==> src/rtl/gfpat_pkg.sv <==
// Shared types, constants and field decoding for the gyro frame parser.
`timescale 1ns / 1ps

package gfpat_pkg;

  localparam int unsigned FRAME_LEN_DEF = 15;
  localparam logic [7:0]  SYNC_RESET    = 8'hAA;

  // Frame positions of the little-endian fields (low byte position)
  localparam int unsigned POS_ANGLE   = 3;
  localparam int unsigned POS_RATE    = 5;
  localparam int unsigned POS_ACCEL_X = 7;
  localparam int unsigned POS_ACCEL_Y = 9;
  localparam int unsigned POS_ACCEL_Z = 11;
  localparam int unsigned POS_FIRST   = POS_ANGLE;
  localparam int unsigned POS_LAST    = POS_ACCEL_Z + 1;

  localparam int unsigned FIELD_W = 17;
  localparam int unsigned TURNS_W = 16;
  localparam int unsigned DIFF_W  = FIELD_W + 1;

  localparam logic signed [DIFF_W-1:0] HALF_TURN = 18'sd18000;
  localparam logic signed [DIFF_W-1:0] FULL_TURN = 18'sd36000;

  typedef logic signed [FIELD_W-1:0] field_t;

  // One decoded frame handed from the parser to the tracker
  typedef struct packed {
    field_t angle;
    field_t rate;
    field_t accel_x;
    field_t accel_y;
    field_t accel_z;
    logic   capture;
  } frame_t;

  // Negate a 16-bit little-endian field read as a signed value
  function automatic field_t decode_field(input logic [7:0] lo, input logic [7:0] hi);
    logic [FIELD_W-1:0] v;
    v = {1'b0, hi, lo};
    if (!v[15]) begin
      decode_field = field_t'(17'd0 - v);
    end else begin
      decode_field = field_t'(17'h10000 - v);
    end
  endfunction

endpackage

==> src/rtl/gfpat_parser.sv <==
// Sync hunt, byte collection and field decode into the frame register.
`timescale 1ns / 1ps

module gfpat_parser import gfpat_pkg::*; #(
  parameter int unsigned FRAME_LEN = FRAME_LEN_DEF
) (
  input  logic       clk,
  input  logic       rst,
  input  logic       cfg_wr_en,
  input  logic [7:0] cfg_wr_data,
  input  logic       in_valid,
  output logic       in_ready,
  input  logic [7:0] rx_byte,
  input  logic       arm_zero,
  output logic       f_valid,
  input  logic       f_ready,
  output frame_t     frame
);

  localparam int unsigned IDX_W = $clog2(FRAME_LEN);

  logic [7:0]       sync_byte;
  logic [IDX_W-1:0] byte_index;
  logic             in_frame;
  logic             zero_armed;
  logic [7:0]       frame_bytes [POS_FIRST:POS_LAST];
  logic [7:0]       view        [POS_FIRST:POS_LAST];

  logic accept;
  logic armed_now;
  logic last_byte;
  logic complete;

  assign in_ready  = !f_valid || f_ready;
  assign accept    = in_valid && in_ready;
  assign armed_now = zero_armed || arm_zero;
  assign last_byte = byte_index == IDX_W'(FRAME_LEN - 1);
  assign complete  = accept && in_frame && last_byte;

  // Bypass the byte arriving now into the decode view
  always_comb begin
    for (int k = POS_FIRST; k <= POS_LAST; k++) begin
      view[k] = (byte_index == IDX_W'(k)) ? rx_byte : frame_bytes[k];
    end
  end

  always_ff @(posedge clk) begin
    if (accept && in_frame) begin
      for (int k = POS_FIRST; k <= POS_LAST; k++) begin
        if (byte_index == IDX_W'(k)) begin
          frame_bytes[k] <= rx_byte;
        end
      end
    end
    if (complete) begin
      frame.angle   <= decode_field(view[POS_ANGLE],   view[POS_ANGLE + 1]);
      frame.rate    <= decode_field(view[POS_RATE],    view[POS_RATE + 1]);
      frame.accel_x <= decode_field(view[POS_ACCEL_X], view[POS_ACCEL_X + 1]);
      frame.accel_y <= decode_field(view[POS_ACCEL_Y], view[POS_ACCEL_Y + 1]);
      frame.accel_z <= decode_field(view[POS_ACCEL_Z], view[POS_ACCEL_Z + 1]);
      frame.capture <= armed_now;
    end
  end

  always_ff @(posedge clk) begin
    if (rst) begin
      sync_byte  <= SYNC_RESET;
      byte_index <= '0;
      in_frame   <= 1'b0;
      zero_armed <= 1'b1;
      f_valid    <= 1'b0;
    end else begin
      if (cfg_wr_en) begin
        sync_byte <= cfg_wr_data;
      end
      if (f_valid && f_ready) begin
        f_valid <= 1'b0;
      end
      if (accept) begin
        zero_armed <= armed_now;
        if (!in_frame) begin
          if (rx_byte == sync_byte) begin
            in_frame   <= 1'b1;
            byte_index <= IDX_W'(1);
          end
        end else if (last_byte) begin
          in_frame   <= 1'b0;
          byte_index <= '0;
          zero_armed <= 1'b0;
          f_valid    <= 1'b1;
        end else begin
          byte_index <= byte_index + 1'b1;
        end
      end
    end
  end

endmodule

==> src/rtl/gfpat_tracker.sv <==
// Zero capture, relative angle wrap, turn counting and the result register.
`timescale 1ns / 1ps

module gfpat_tracker import gfpat_pkg::*; (
  input  logic                       clk,
  input  logic                       rst,
  input  logic                       f_valid,
  output logic                       f_ready,
  input  frame_t                     frame,
  output logic                       out_valid,
  input  logic                       out_ready,
  output logic signed [FIELD_W-1:0]  rel_angle,
  output logic signed [FIELD_W-1:0]  raw_angle,
  output logic signed [FIELD_W-1:0]  rate,
  output logic signed [FIELD_W-1:0]  accel_x,
  output logic signed [FIELD_W-1:0]  accel_y,
  output logic signed [FIELD_W-1:0]  accel_z,
  output logic signed [TURNS_W-1:0]  turn_count
);

  field_t                    zero_angle;
  field_t                    prev_rel_angle;
  logic [TURNS_W-1:0]        turns;

  field_t                    zero_eff;
  logic signed [DIFF_W-1:0]  diff;
  logic signed [DIFF_W-1:0]  wrapped;
  field_t                    rel_next;
  logic [TURNS_W-1:0]        turns_next;
  logic                      take;

  assign f_ready = !out_valid || out_ready;
  assign take    = f_valid && f_ready;

  always_comb begin
    zero_eff = frame.capture ? frame.angle : zero_angle;
    diff     = DIFF_W'(frame.angle) - DIFF_W'(zero_eff);
    if (diff > HALF_TURN) begin
      wrapped = diff - FULL_TURN;
    end else if (diff < -HALF_TURN) begin
      wrapped = diff + FULL_TURN;
    end else begin
      wrapped = diff;
    end
    rel_next   = field_t'(wrapped);
    turns_next = turns;
    // Count a turn only when the rate agrees with the sign crossing
    if (rel_next > 0 && prev_rel_angle < 0 && frame.rate < 0) begin
      turns_next = turns - 1'b1;
    end
    if (rel_next < 0 && prev_rel_angle > 0 && frame.rate > 0) begin
      turns_next = turns + 1'b1;
    end
  end

  always_ff @(posedge clk) begin
    if (take) begin
      rel_angle  <= rel_next;
      raw_angle  <= frame.angle;
      rate       <= frame.rate;
      accel_x    <= frame.accel_x;
      accel_y    <= frame.accel_y;
      accel_z    <= frame.accel_z;
      turn_count <= turns_next;
    end
  end

  always_ff @(posedge clk) begin
    if (rst) begin
      out_valid      <= 1'b0;
      zero_angle     <= '0;
      prev_rel_angle <= '0;
      turns          <= '0;
    end else begin
      if (take) begin
        out_valid      <= 1'b1;
        zero_angle     <= zero_eff;
        prev_rel_angle <= rel_next;
        turns          <= turns_next;
      end else if (out_ready) begin
        out_valid <= 1'b0;
      end
    end
  end

endmodule

==> src/rtl/gyro_frame_parser_angle_tracker_unit.sv <==
// Top level of the gyro frame parser and angle tracker.
`timescale 1ns / 1ps

// Takes one serial byte per input beat, one beat per clock when both sides
// keep up. While idle, hunt for a byte equal to the sync register; that byte
// is frame position 0, and the next FRAME_LEN-1 beats complete the frame.
// On the last byte, decode the little-endian angle, rate and three
// acceleration words, negate each as a signed value and hold them in the
// frame register; from there the tracker forms the angle relative to the
// captured zero (centidegrees, one wrap by 36000, which lands within +-18000
// unless the difference exceeds 54000 in size), updates the turn counter on
// rate-agreed sign crossings and loads the result register.
// A beat with arm_zero high makes the next completed frame (including one that
// completes on that same beat) capture its own angle as zero; the first frame
// after reset captures likewise. Bytes that do not complete a frame give no
// result. A decoded frame waits in the frame register until the result
// register takes it; the two registers each decouple their sides, so input
// beats keep flowing while one result waits on out_ready; only once a
// second decoded frame also sits in the frame register does in_ready drop.
// Write the sync register only while no frame is in flight or waiting at the
// output.

module gyro_frame_parser_angle_tracker_unit import gfpat_pkg::*; #(
  parameter int unsigned FRAME_LEN = FRAME_LEN_DEF
) (
  input  logic                      clk,
  input  logic                      rst,
  input  logic                      cfg_wr_en,
  input  logic [7:0]                cfg_wr_data,
  input  logic                      in_valid,
  output logic                      in_ready,
  input  logic [7:0]                rx_byte,
  input  logic                      arm_zero,
  output logic                      out_valid,
  input  logic                      out_ready,
  output logic signed [FIELD_W-1:0] rel_angle,
  output logic signed [FIELD_W-1:0] raw_angle,
  output logic signed [FIELD_W-1:0] rate,
  output logic signed [FIELD_W-1:0] accel_x,
  output logic signed [FIELD_W-1:0] accel_y,
  output logic signed [FIELD_W-1:0] accel_z,
  output logic signed [TURNS_W-1:0] turn_count
);

  // Decoded frame travelling between parser and tracker
  logic   f_valid;
  logic   f_ready;
  frame_t frame;

  gfpat_parser #(
    .FRAME_LEN (FRAME_LEN)
  ) u_parser (
    .clk         (clk),
    .rst         (rst),
    .cfg_wr_en   (cfg_wr_en),
    .cfg_wr_data (cfg_wr_data),
    .in_valid    (in_valid),
    .in_ready    (in_ready),
    .rx_byte     (rx_byte),
    .arm_zero    (arm_zero),
    .f_valid     (f_valid),
    .f_ready     (f_ready),
    .frame       (frame)
  );

  gfpat_tracker u_tracker (
    .clk        (clk),
    .rst        (rst),
    .f_valid    (f_valid),
    .f_ready    (f_ready),
    .frame      (frame),
    .out_valid  (out_valid),
    .out_ready  (out_ready),
    .rel_angle  (rel_angle),
    .raw_angle  (raw_angle),
    .rate       (rate),
    .accel_x    (accel_x),
    .accel_y    (accel_y),
    .accel_z    (accel_z),
    .turn_count (turn_count)
  );

endmodule

==> config.mk <==
export PLATFORM = sky130hd
export DESIGN_NAME = gyro_frame_parser_angle_tracker_unit
export DESIGN_NICKNAME = d
export VERILOG_FILES = /design/src/rtl/gfpat_pkg.sv /design/src/rtl/gfpat_parser.sv /design/src/rtl/gfpat_tracker.sv /design/src/rtl/gyro_frame_parser_angle_tracker_unit.sv
export SDC_FILE = /design/constraint.sdc
export NUM_CORES = 1
export LEC_CHECK = 0
export BUFFER_PORTS_ARGS = -buffer_cell sky130_fd_sc_hd__buf_2
export CAP_MARGIN = 0
export CORE_UTILIZATION = 65
export DETAILED_ROUTE_END_ITERATION = 8
export PLACE_DENSITY = 0.86
export SKIP_CTS_REPAIR_TIMING = 1
export SLEW_MARGIN = 20
export SYNTH_ARGS = -nofsm -noshare
export SYNTH_HDL_FRONTEND = slang
export SYNTH_SLANG_ARGS = --single-unit
==> constraint.sdc <==
create_clock -name clk -period 16.7 [get_ports clk]
set_clock_uncertainty 0.15 [all_clocks]
set_input_delay 2.505 -clock clk [delete_from_list [all_inputs] [get_ports clk]]
set_output_delay 2.505 -clock clk [all_outputs]
set_load 0.03 [all_outputs]
# Yosys cells after proc, flatten, opt, wreduce, memory -nomap -nowiden
# Memories as Yosys holds them, arrays and structs flattened.
# Cells that the tools add are included.
[word_totals] reg_bits=270 latch_bits=0 ramBits=80 mem_bits_ro=0 out_inout_bits=120 elab_cells=175 memories=1
[mem_list] memory="u_parser.frame_bytes" words=10 width=8 read_ports=10 rd_ports_with_merged_regs=0 write_ports=1 line="gfpat_parser.sv:26" rtl="logic [7:0] frame_bytes [POS_FIRST:POS_LAST];"
[op_classes] add_sub_neg=16 mul=0 n_div=0 order_cmp=8 n_eq_ne=12 n_shift=0 muxes=91 n_bitwise=0 reduce_logical=25
[op_table] operator="8-bit two-way mux" count=19
[op_table] operator="17-bit two-way mux" count=8
[op_table] operator="1-bit by 16-bit subtractor with 17-bit output, first input constant" count=5
[op_table] operator="17-bit by 16-bit subtractor with 17-bit output, first input constant" count=5
[op_table] operator="8-bit OR reduction" count=9
[op_table] operator="17-bit by 1-bit > comparator with 1-bit output, second input constant" count=3
[op_table] operator="17-bit by 1-bit < comparator with 1-bit output, second input constant" count=3
[op_table] operator="1-bit two-way mux" count=50
[op_table] operator="4-bit two-way mux" count=12
[op_table] operator="16-bit two-way mux" count=2
[op_table] operator="4-bit == test, second input constant" count=6
[op_table] operator="18-bit by 16-bit > comparator with 1-bit output, second input constant" count=1
[op_table] operator="18-bit by 16-bit < comparator with 1-bit output, second input constant" count=1
[op_table] operator="17-bit by 17-bit subtractor with 18-bit output" count=1
[op_table] operator="17-bit adder, second input constant" count=1
[op_table] operator="17-bit subtractor, second input constant" count=1
[op_table] operator="16-bit by 1-bit adder with 16-bit output, second input constant" count=1
[op_table] operator="4-bit by 3-bit == test with 1-bit output, second input constant" count=4
[op_table] operator="16-bit by 1-bit subtractor with 16-bit output, second input constant" count=1
[op_table] operator="8-bit == test" count=1
[op_table] operator="1-bit logical AND" count=8
[op_table] operator="4-bit by 1-bit adder with 4-bit output, second input constant" count=1
[op_table] operator="4-bit by 2-bit == test with 1-bit output, second input constant" count=1
[op_table] operator="2-bit nonzero test" count=2
[op_table] operator="3 further kinds" count=6

# Depth between registers and ports, before layout
# Gate-level depths: netlist (run 1).
[depth] word_depth=17 mapped_depth=22

# Cells and area by module
# A second synthesis (run 1) with hierarchy kept.
[unflattened] hier_cells=1533 area_unflattened_um2=17568.1
[modules_own_cells] mod="gfpat_parser" n_inst=1 cells_per_inst=744 area_each_um2=8879.8 seq_area_each_um2=5285.1
[modules_own_cells] mod="gfpat_tracker" n_inst=1 cells_per_inst=789 area_each_um2=8688.3 seq_area_each_um2=4564.4

# Least setup slack after synthesis (run 1)
# No wires, ideal clock.
[synth_timing] path_type="input to register" start="input out_ready" end="register u_parser.zero_armed" t_arrival_ps=7299 setup_slack_ps=8929 cell_stages=6 path_buffers=0 path_cell_list="nor2b_1 > nand2_1 > and2_0 > nand2_1 > nor2_1 > o21ai_0"
[synth_via] elab_chain_len=3
[synth_rtl] element="start, declared" line="gyro_frame_parser_angle_tracker_unit.sv:35" rtl="input logic out_ready,"
[synth_rtl] element="1-bit logical OR" line="gfpat_tracker.sv:32" rtl="assign f_ready = !out_valid || out_ready;"
[synth_rtl] element="1-bit logical OR" line="gfpat_parser.sv:34" rtl="assign in_ready = !f_valid || f_ready;"
[synth_rtl] element="via in_ready" line="gyro_frame_parser_angle_tracker_unit.sv:31" rtl="output logic in_ready,"
[synth_rtl] element="1-bit logical AND" line="gfpat_parser.sv:35" rtl="assign accept = in_valid && in_ready;"
[synth_rtl] element="end signal, assigned" line="gfpat_parser.sv:80" rtl="zero_armed <= armed_now;"
[synth_rtl] element="end, declared" line="gfpat_parser.sv:25" rtl="logic zero_armed;"
# The timed path passes the listed nets, and every way through them passes these cells.
# A chain may end at the register's enable or synchronous reset.

# Worst setup path in the final report (run 1)
[layout_timing] start="register u_parser.frame[0] (netlist name)" end="register u_tracker.turns[14]"
[layout_via] elab_chain_len=10 word_cells_on_any_way=16
[layout_rtl] element="17-bit two-way mux *" line="gfpat_tracker.sv:36" rtl="zero_eff = frame.capture ? frame.angle : zero_angle;"
[layout_rtl] element="via u_tracker.zero_eff[0]" line="gfpat_tracker.sv:25" rtl="field_t zero_eff;"
[layout_rtl] element="17-bit by 17-bit subtractor with 18-bit output *" line="gfpat_tracker.sv:37" rtl="diff = DIFF_W'(frame.angle) - DIFF_W'(zero_eff);"
[layout_rtl] element="17-bit adder / 18-bit by 16-bit < comparator with 1-bit output (equally long branches)" line="gfpat_tracker.sv:41, gfpat_tracker.sv:40"
[layout_rtl] element="17-bit two-way mux" line="gfpat_tracker.sv:40" rtl="end else if (diff < -HALF_TURN) begin"
[layout_rtl] element="17-bit two-way mux *" line="gfpat_tracker.sv:38" rtl="if (diff > HALF_TURN) begin"
[layout_rtl] element="17-bit by 1-bit > comparator with 1-bit output" line="gfpat_tracker.sv:48" rtl="if (rel_next > 0 && prev_rel_angle < 0 && frame.rate < 0) begin"
[layout_rtl] element="1-bit logical AND (2 in series)" line="gfpat_tracker.sv:48"
[layout_rtl] element="16-bit two-way mux" line="gfpat_tracker.sv:48"
[layout_rtl] element="16-bit two-way mux *" line="gfpat_tracker.sv:51" rtl="if (rel_next < 0 && prev_rel_angle > 0 && frame.rate > 0) begin"
[layout_rtl] element="end signal, assigned" line="gfpat_tracker.sv:79" rtl="turns <= turns_next;"
[layout_rtl] element="end, declared" line="gfpat_tracker.sv:23" rtl="logic [TURNS_W-1:0] turns;"
# Mark *: on every way through the listed nets, which the timed path passes. The rest lies on a longest branch.

==> results.sh, run 1 <==
export IMPL_outcome="complete, no violations"
export IMPL_antenna_cells=0
export IMPL_synthTopCellsByArea="edfxtp_1 51%, dfxtp_1 7.8%, mux2i_1 6.0%, xnor2_1 3.4%, nor2_1 2.8%"
export IMPL_gp_congestion=0.8992
export IMPL_post_route_util_pct=75.28
export IMPL_detail_route_antenna_nets=0
export IMPL_yosysTopAreaCellShare_pct=50.55
export IMPL_wl_per_cell_um=20.15
export IMPL_tns_ps=0
export IMPL_drive_gt1_share_pct=15.53
export IMPL_arrival_ps=6680
export IMPL_synth_most_common_cell="edfxtp_1"
export IMPL_period_share_pct=38.48
export IMPL_hold_viol_final=0
export IMPL_clkPwrFrac_pct=46.0
export IMPL_ys_seq_elements=350
export IMPL_grt_pass1_wl_um=60710
export IMPL_ys_async_sr_fraction_pct=0
export IMPL_drc=0
export IMPL_synth_ff_type="edfxtp_1"
export IMPL_cp_max_fo=17
export IMPL_postLayoutSetupSlackWorst_ps=10270
export IMPL_syn_cell_area_um2=16870
export IMPL_final_cells=1927
export IMPL_cp_start_kind="flop"
export IMPL_cts_buffers=36
export IMPL_cap_violations=0
export IMPL_ios=142
export IMPL_drt_iter0_drc=1370
export IMPL_power_density_nw_per_um2=94.35
export IMPL_power_frac_seq_pct=52.1
export IMPL_dieArea_um2=26610
export IMPL_cts_path_max_buffers=3
export IMPL_area_delta_synth_final_pct=13.01
export IMPL_dr_pass1_iters=7
export IMPL_crit_type="flop to flop"
export IMPL_finalMaxSlewViolations=0
export IMPL_rows=58
export IMPL_synth_distinct_cells=88
export IMPL_path_clk_slew_ps=60
export IMPL_vias=12180
export IMPL_die_x_um=163.1
export IMPL_max_freq_ghz=0.1556
export IMPL_tritoncts="yes"
export IMPL_critPathMaxStageDelay_ps=720
export IMPL_syn_inst=1449
export IMPL_antenna_found_initial=1
export IMPL_fillerInstances=1575
export IMPL_placed_cells=1862
export IMPL_r2r_start="u_parser.frame[0]"
export IMPL_tightest_slew_ps=1049
export IMPL_grt_max_degree=102
export IMPL_power_switching_uw=359.2
export IMPL_finalWirelength_um=38840
export IMPL_worst_path_max_delay_cell="nor2_1"
export IMPL_grt_pass1_vias=11703
export IMPL_ys_warnings_count=0
export IMPL_portBuffers=141
export IMPL_end_kind="flop"
export IMPL_seqCellArea_um2=9849
export IMPL_start_util_pct=66.62
export IMPL_critPathLaunch="u_parser.frame[0]"
export IMPL_yosysSeqAreaShare_pct=58.38
export IMPL_power_leakage_nw=6.838
export IMPL_sw_frac_of_total_pct=19.97
export IMPL_p_int_mw=1.440
export IMPL_max_slew_margin_pct=29.81
export IMPL_root_buffer="clkbuf_16"
export IMPL_cts_sinks=350
export IMPL_synth_edf_count=284
export IMPL_overflow=0
export IMPL_hp_class="flop to flop"
export IMPL_crit_buf_inv=1
export IMPL_multi_input_comb_area_um2=6640
export IMPL_clock_latency_ps=530
export IMPL_critical_path_top_delay_family="simple AND/OR/NAND/NOR gates"
export IMPL_htreeDepth=2
export IMPL_critical_path_required_ps=16950
export IMPL_vdd_drop_max_uv=95.95
export IMPL_finalCriticalPeriod_ps=6426
export IMPL_p_comb_share_pct=1.9
export IMPL_fp_dieH_um=163.1
export IMPL_viasPerCell=6.321
export IMPL_core_um2=25330
export IMPL_syn_avg_cell_area_um2=11.64
export IMPL_synth_common_cells="284 x edfxtp_1, 126 x nor2_1, 110 x nand2_1"
export IMPL_syn_num_nets=1499
export IMPL_rsz0062_at_grt="false"
export IMPL_nNetsFinal=1620
export IMPL_yosysTopAreaCell="edfxtp_1"
export IMPL_crit_chain="buf_4, mux2_2, ha_1, fa_1, nand3b_1, a21oi_2, or4_1, and4_1, nand3_2, o31a_1, or2_1, a221o_1, a32o_1, or4_4, nor2_1, o32ai_1, mux2_1"
export IMPL_pre_cts_ws_ps=10430
export IMPL_grt_total_usage_pct=29.30
export IMPL_setup_viol=0
export IMPL_dp_hpwl_um=25550
export IMPL_min_from="u_parser.frame[28]"
==> path summary, 6_finish.rpt <==
check | to | depth (start not counted) | slack, ps
min reg2reg | u_tracker.accel_y[10] | 0 | 270
max reg2reg | u_tracker.turns[14] | 17 | 10270
max | u_tracker.turns[14] | 17 | 10270
min | u_tracker.accel_y[10] | 0 | 270
==> sequential cells by signal (all words and copies together), names as in the netlist <==
name,count
u_tracker.turns,16
u_parser.byte_index,4
u_parser.zero_armed,1
u_parser.frame,86
u_parser.in_frame,1
u_tracker.rate,17
u_tracker.raw_angle,17
u_tracker.prev_rel_angle,17
u_tracker.accel_x,17
u_tracker.out_valid,1
u_parser.frame_bytes,80
u_tracker.rel_angle,17
u_tracker.accel_y,17
u_tracker.zero_angle,17
u_parser.sync_byte,8
u_tracker.accel_z,17
u_tracker.turn_count,16
u_parser.f_valid,1
==> routing by layer <==
layer / share of wire, % / track usage, %
met5: 0.044 / 0
met4: 3.3 / 11.38
met3: 7.3 / 5.130
met2: 49 / 49.56
met1: 40 / 37.62
==> per-stage QoR <==
step,hold WS [ps],area [µm²],total power [mW]
detailed placement,254.5,17820,0.9890
floorplan,250.3,16870,0.9732
global route,275.3,19070,1.842
CTS,264.5,19050,1.807
finish,268.7,19070,1.799
global placement,253.6,17820,0.9878
==> layout by cell type (no fill, tap or decap), drive strengths merged, types with 26 or more instances in the layout <==
cell type	Yosys	final
a211oi	26	26
a21oi	89	89
buf	24	159
clkbuf	52	46
dfxtp	66	66
edfxtp	284	284
ha	27	27
mux2i	101	101
nand2	110	110
nand3	31	31
nor2	126	126
nor3	80	80
o21ai	40	40
xnor2	65	65
xor2	54	54
==> area by class of cell <==
cell class | count | share of cell area (%)
multi-input cells | 999 | 34.83
well taps | 330 | 2.166
clock buffers | 46 | 5.132
repair buffers | 159 | 4.429
flip-flops and latches | 350 | 51.66
clock inverters | 19 | 1.293
inverters | 24 | 0.4987
==> power groups by stage <==
stage                     sequential (mW)  clock [mW]  combinational (mW)
after floorplan                     0.954           0              0.0188
after detailed placement            0.955           0              0.0335
final                               0.937       0.827              0.0346
after global placement              0.955           0              0.0323
after CTS                           0.937       0.836              0.0339
after global routing                0.937       0.869              0.0366
==> kinds of logic (layout without fill, tap and decap cells) <==
group	after synthesis	count (layout)	synth area share, %
buffers and inverters	100	248	2.462
AO/OA/AOI/OAI	271	271	10.85
flip-flops	350	350	58.38
multiplexers	108	108	6.481
adder cells (fa/ha/maj)	28	28	2.121
XOR/XNOR	119	119	6.177
AND/OR/NAND/NOR	473	473	13.53
(Power assumes the default switching activity.)
==> inputs of run 2 (changes only) <==
--- a/config.mk
+++ b/config.mk
@@ -7,9 +7,9 @@
 export LEC_CHECK = 0
 export BUFFER_PORTS_ARGS = -buffer_cell sky130_fd_sc_hd__buf_2
 export CAP_MARGIN = 0
-export CORE_UTILIZATION = 65
+export CORE_UTILIZATION = 60
 export DETAILED_ROUTE_END_ITERATION = 8
-export PLACE_DENSITY = 0.86
+export PLACE_DENSITY = 0.8
 export SKIP_CTS_REPAIR_TIMING = 1
 export SLEW_MARGIN = 20
 export SYNTH_ARGS = -nofsm -noshare
==> constraint.sdc (replaced) <==
create_clock -name clk -period 6.6 [get_ports clk]
set_clock_uncertainty 0.15 [all_clocks]
set_input_delay 0.99 -clock clk [delete_from_list [all_inputs] [get_ports clk]]
set_output_delay 0.99 -clock clk [all_outputs]
set_load 0.03 [all_outputs]
==> results.sh, run 2 (same netlist as run 1, synthesis figures left out) <==
export IMPL_overflow=0
export IMPL_cap_violations=0
export IMPL_hp_class="flop to flop"
export IMPL_tritoncts="yes"
export IMPL_r2r_slack_ps=770
export IMPL_final_cell_mix="284 x edfxtp_1, 141 x buf_2, 125 x nor2_1"
export IMPL_clock_latency_ps=540
export IMPL_grt_pass1_vias=11400
export IMPL_critical_path_top_delay_family="compound AO/OA/AOI/OAI gates"
export IMPL_seqCellArea_um2=9849
export IMPL_tns_ps=0
export IMPL_cp_start_kind="flop"
export IMPL_fp_dieH_um=169.7
export IMPL_area_delta_synth_final_pct=13.42
export IMPL_cp_max_fo=14
export IMPL_path_clk_slew_ps=60
export IMPL_power_density_nw_per_um2=234.7
export IMPL_vias=11802
export IMPL_cts_buffers=37
export IMPL_critPathLaunch="u_parser.frame[0]"
export IMPL_hold_path_depth=0
export IMPL_root_buffer="clkbuf_16"
export IMPL_grt_total_usage_pct=25.99
export IMPL_multi_input_comb_area_um2=6640
export IMPL_crit_type="flop to flop"
export IMPL_die_x_um=169.7
export IMPL_crit_chain="buf_4, mux2i_1, ha_1, a21oi_1, o21ai_1, o211ai_1, and4_1, nand3_2, o31a_1, or2_1, a221o_1, a32o_1, or4_4, o311ai_4, nor2b_2, mux2_4"
export IMPL_crit_cells=16
export IMPL_critPathMaxStageDelay_ps=530
export IMPL_htreeDepth=2
export IMPL_dieArea_um2=28790
export IMPL_viasPerCell=5.955
export IMPL_r2r_end="u_tracker.turns[5]"
export IMPL_max_slew_margin_pct=26.03
export IMPL_finalCriticalPeriod_ps=5828
export IMPL_detail_route_antenna_nets=0
export IMPL_dp_hpwl_um=24930
export IMPL_crit_buf_inv=1
export IMPL_largest_register="u_parser.frame"
export IMPL_cp_endpoint="u_tracker.turns[5]"
export IMPL_start_util_pct=60.90
export IMPL_min_from="u_parser.frame[16]"
export IMPL_vdd_drop_max_uv=185.2
export IMPL_max_freq_ghz=0.1716
export IMPL_rows=61
export IMPL_grt_pass1_wl_um=58660
export IMPL_antenna_found_initial=1
export IMPL_power_leakage_nw=6.839
export IMPL_power_switching_uw=904.6
export IMPL_finalMaxSlewViolations=0
export IMPL_p_comb_share_pct=1.9
export IMPL_cts_sinks=350
export IMPL_rsz0062_at_grt="false"
export IMPL_grt_max_degree=116
export IMPL_finalWirelength_um=37550
export IMPL_gp_congestion=0.8950
export IMPL_r2r_start="u_parser.frame[0]"
export IMPL_tightest_slew_ps=1105
export IMPL_outcome="complete, no violations"
export IMPL_dr_pass1_iters=5
export IMPL_drive_gt1_share_pct=15.84
export IMPL_wl_per_cell_um=18.95
export IMPL_antenna_cells=0
export IMPL_hold_viol_final=0
export IMPL_sw_frac_of_total_pct=20.14
export IMPL_largest_register_ffs=86
export IMPL_reg2regPathDepth=16
export IMPL_drt_iter0_drc=1073
export IMPL_final_common_cell="edfxtp_1"
export IMPL_cts_path_max_buffers=3
export IMPL_setup_viol=0
export IMPL_arrival_ps=6100
export IMPL_period_share_pct=88.31
export IMPL_end_kind="flop"
export IMPL_p_int_mw=3.587
export IMPL_portBuffers=141
export IMPL_core_um2=27710
export IMPL_fillerInstances=1968
export IMPL_critical_path_required_ps=6870
export IMPL_worst_path_max_delay_cell="or4_4"
export IMPL_power_frac_seq_pct=52.8
export IMPL_whs_ps=264.5
export IMPL_clkPwrFrac_pct=45.3
export IMPL_nNetsFinal=1626
export IMPL_drc=0
export IMPL_ios=142
export IMPL_top_regs="u_parser.frame: 86 flops, u_parser.frame_bytes: 80 flops"
## run 2: worst min path at each step
| stage | slack, ps | to |
|---|---|---|
| final | 260 | u_tracker.accel_z[15] |
| after global routing | 270 | u_tracker.accel_y[9] |
| after CTS | 270 | u_tracker.accel_z[15] |
| after detailed placement | 250 | u_tracker.accel_y[9] |
| after global placement | 250 | u_tracker.accel_y[9] |
| after floorplan | 250 | u_tracker.accel_x[0] |
## run 2: per-layer routing
layer  up-vias  routed length, µm  GRT usage [%]
met1      5708              15790          33.26
li1       5664                  -              -
met5         -                 17              0
met3        69               2026          3.848
met4         2                885          9.127
met2       359              18830          45.01
## run 2: area by class of cell
class	count	area share, %
sequential	350	51.47
inverter	24	0.4969
clock buffer	50	5.257
multi-input combinational	999	34.70
tap	378	2.472
timing repair buffer	164	4.590
clock inverter	17	1.013
## run 2: through the flow
stage               power, mW  cells  utilization, %  cell area, µm²  setup WS (ps)
global placement        2.499   1915           64.68           17920          934.2
finish                  4.491   1982           69.07           19140          771.9
detailed placement      2.501   1915           64.68           17920          857.8
global route            4.599   1982           69.07           19140          445.3
CTS                     4.523   1982           69.02           19120          827.5
floorplan               2.462   1449               -           16870          343.9
## run 2: power by group through the flow
stage	clock (mW)	sequential, mW	combinational, mW
floorplan	0	2.41	0.0475
global placement	0	2.42	0.0817
detailed placement	0	2.42	0.0833
CTS	2.07	2.37	0.0841
global route	2.14	2.37	0.0911
finish	2.03	2.37	0.0852
==> inputs of run 3 (changes only) <==
--- a/config.mk
+++ b/config.mk
@@ -10,6 +10,7 @@
 export CORE_UTILIZATION = 60
 export DETAILED_ROUTE_END_ITERATION = 8
 export PLACE_DENSITY = 0.8
+export RECOVER_POWER = 50
 export SKIP_CTS_REPAIR_TIMING = 1
 export SLEW_MARGIN = 20
 export SYNTH_ARGS = -nofsm -noshare
==> results.sh, run 3 (same netlist as run 1, synthesis figures left out) <==
export IMPL_portBuffers=141
export IMPL_fillerInstances=2039
export IMPL_grt_max_degree=116
export IMPL_final_common_cell="edfxtp_1"
export IMPL_drive_gt1_share_pct=8.728
export IMPL_grt_total_usage_pct=25.99
export IMPL_fp_dieH_um=169.7
export IMPL_arrival_ps=5950
export IMPL_gp_congestion=0.8950
export IMPL_seqCellArea_um2=9849
export IMPL_root_buffer="clkbuf_16"
export IMPL_largest_register_ffs=86
export IMPL_critPathLaunch="u_parser.frame[0]"
export IMPL_nNetsFinal=1626
export IMPL_largest_register="u_parser.frame"
export IMPL_clock_latency_ps=540
export IMPL_grt_pass1_wl_um=58660
export IMPL_drc=0
export IMPL_tns_ps=0
export IMPL_die_x_um=169.7
export IMPL_cp_max_fo=14
export IMPL_drt_iter0_drc=1042
export IMPL_min_from="u_parser.frame[16]"
export IMPL_cts_path_max_buffers=3
export IMPL_period_share_pct=88.67
export IMPL_core_um2=27710
export IMPL_finalCriticalPeriod_ps=5852
export IMPL_dieArea_um2=28790
export IMPL_postLayoutSetupSlackWorst_ps=748.1
export IMPL_pre_cts_ws_ps=857.8
export IMPL_cts_sinks=350
export IMPL_placed_cells=1915
export IMPL_crit_type="flop to flop"
export IMPL_ios=142
export IMPL_tightest_slew_ps=4191
export IMPL_final_cell_mix="284 x edfxtp_1, 125 x nor2_1, 122 x clkbuf_1"
export IMPL_start_util_pct=60.90
export IMPL_max_slew_margin_pct=-179.4
export IMPL_whs_ps=265.1
export IMPL_power_frac_seq_pct=52.8
export IMPL_rsz0062_at_grt="false"
export IMPL_hold_viol_final=0
export IMPL_overflow=0
export IMPL_p_int_mw=3.586
export IMPL_wl_per_cell_um=18.99
export IMPL_max_freq_ghz=0.1709
export IMPL_power_switching_uw=905.0
export IMPL_p_comb_share_pct=1.9
export IMPL_post_route_util_pct=68.46
export IMPL_top_regs="u_parser.frame: 86 flops, u_parser.frame_bytes: 80 flops"
export IMPL_power_density_nw_per_um2=236.8
export IMPL_grt_pass1_vias=11400
export IMPL_r2r_start="u_parser.frame[0]"
export IMPL_vdd_drop_max_uv=184.0
export IMPL_multi_input_comb_area_um2=6635
export IMPL_htreeDepth=2
export IMPL_end_kind="flop"
export IMPL_vias=11848
export IMPL_hp_class="flop to flop"
export IMPL_power_leakage_nw=6.504
export IMPL_final_cells=1982
export IMPL_area_delta_synth_final_pct=12.41
export IMPL_violations="capacitance limit, slew limit"
export IMPL_final_area_um2=18970
export IMPL_rows=61
export IMPL_critical_path_required_ps=6700
export IMPL_dp_hpwl_um=24930
export IMPL_tritoncts="yes"
export IMPL_finalWirelength_um=37630
export IMPL_sw_frac_of_total_pct=20.15
export IMPL_cap_violations=5
export IMPL_antenna_cells=0
export IMPL_detail_route_antenna_nets=0
export IMPL_viasPerCell=5.978
export IMPL_power_mw=4.491
export IMPL_finalMaxSlewViolations=276
export IMPL_antenna_found_initial=1
export IMPL_dr_pass1_iters=8
export IMPL_dpl_cell_area_um2=17920
export IMPL_path_clk_slew_ps=60
export IMPL_outcome="finished, violations left"
export IMPL_setup_viol=0
export IMPL_clkPwrFrac_pct=45.3
export IMPL_cts_buffers=37
export IMPL_cp_start_kind="flop"
[run 3: critical path, cell delays in order (launching register included)]
cell,delay (ps)
edfxtp_1,430
buf_4,300
mux2i_1,280
ha_1,390
a21oi_1,390
o21ai_1,200
o211ai_1,180
and4_1,390
nand3_2,190
o31a_1,460
or2_1,370
a221o_1,360
a32o_1,290
or4_4,520
o311ai_4,430
or3_1,190
a21oi_1,60
[run 3: routing by layer]
| layer | share of wire, % | GRT usage [%] | vias up |
|---|---|---|---|
| li1 | - | - | 5677 |
| met1 | 42 | 33.26 | 5702 |
| met2 | 50 | 45.01 | 387 |
| met3 | 5.7 | 3.848 | 80 |
| met4 | 2.5 | 9.127 | 2 |
| met5 | 0.045 | 0 | - |
[run 3: power groups by stage]
stage	Sequential [mW]	Combinational (mW)	Clock, mW
detailed placement	2.42	0.0833	0
global placement	2.42	0.0817	0
global route	2.37	0.0894	2.14
CTS	2.37	0.0841	2.07
floorplan	2.41	0.0475	0
finish	2.37	0.0838	2.03
[run 3: cell type report]
type | count | area share [%]
well taps | 378 | 2.494
clock buffers | 50 | 5.304
clock inverters | 17 | 1.022
repair buffers | 164 | 3.793
flip-flops and latches | 350 | 51.93
inverters | 24 | 0.4750
multi-input cells | 999 | 34.98
[run 3: path summary, 6_finish.rpt]
path              cells past startpoint  slack [ps]                     to
setup / recovery                     16         750     u_tracker.turns[4]
hold / removal                        0         270  u_tracker.accel_z[15]
setup reg to reg                     16         750     u_tracker.turns[4]
hold reg to reg                       0         270  u_tracker.accel_z[15]
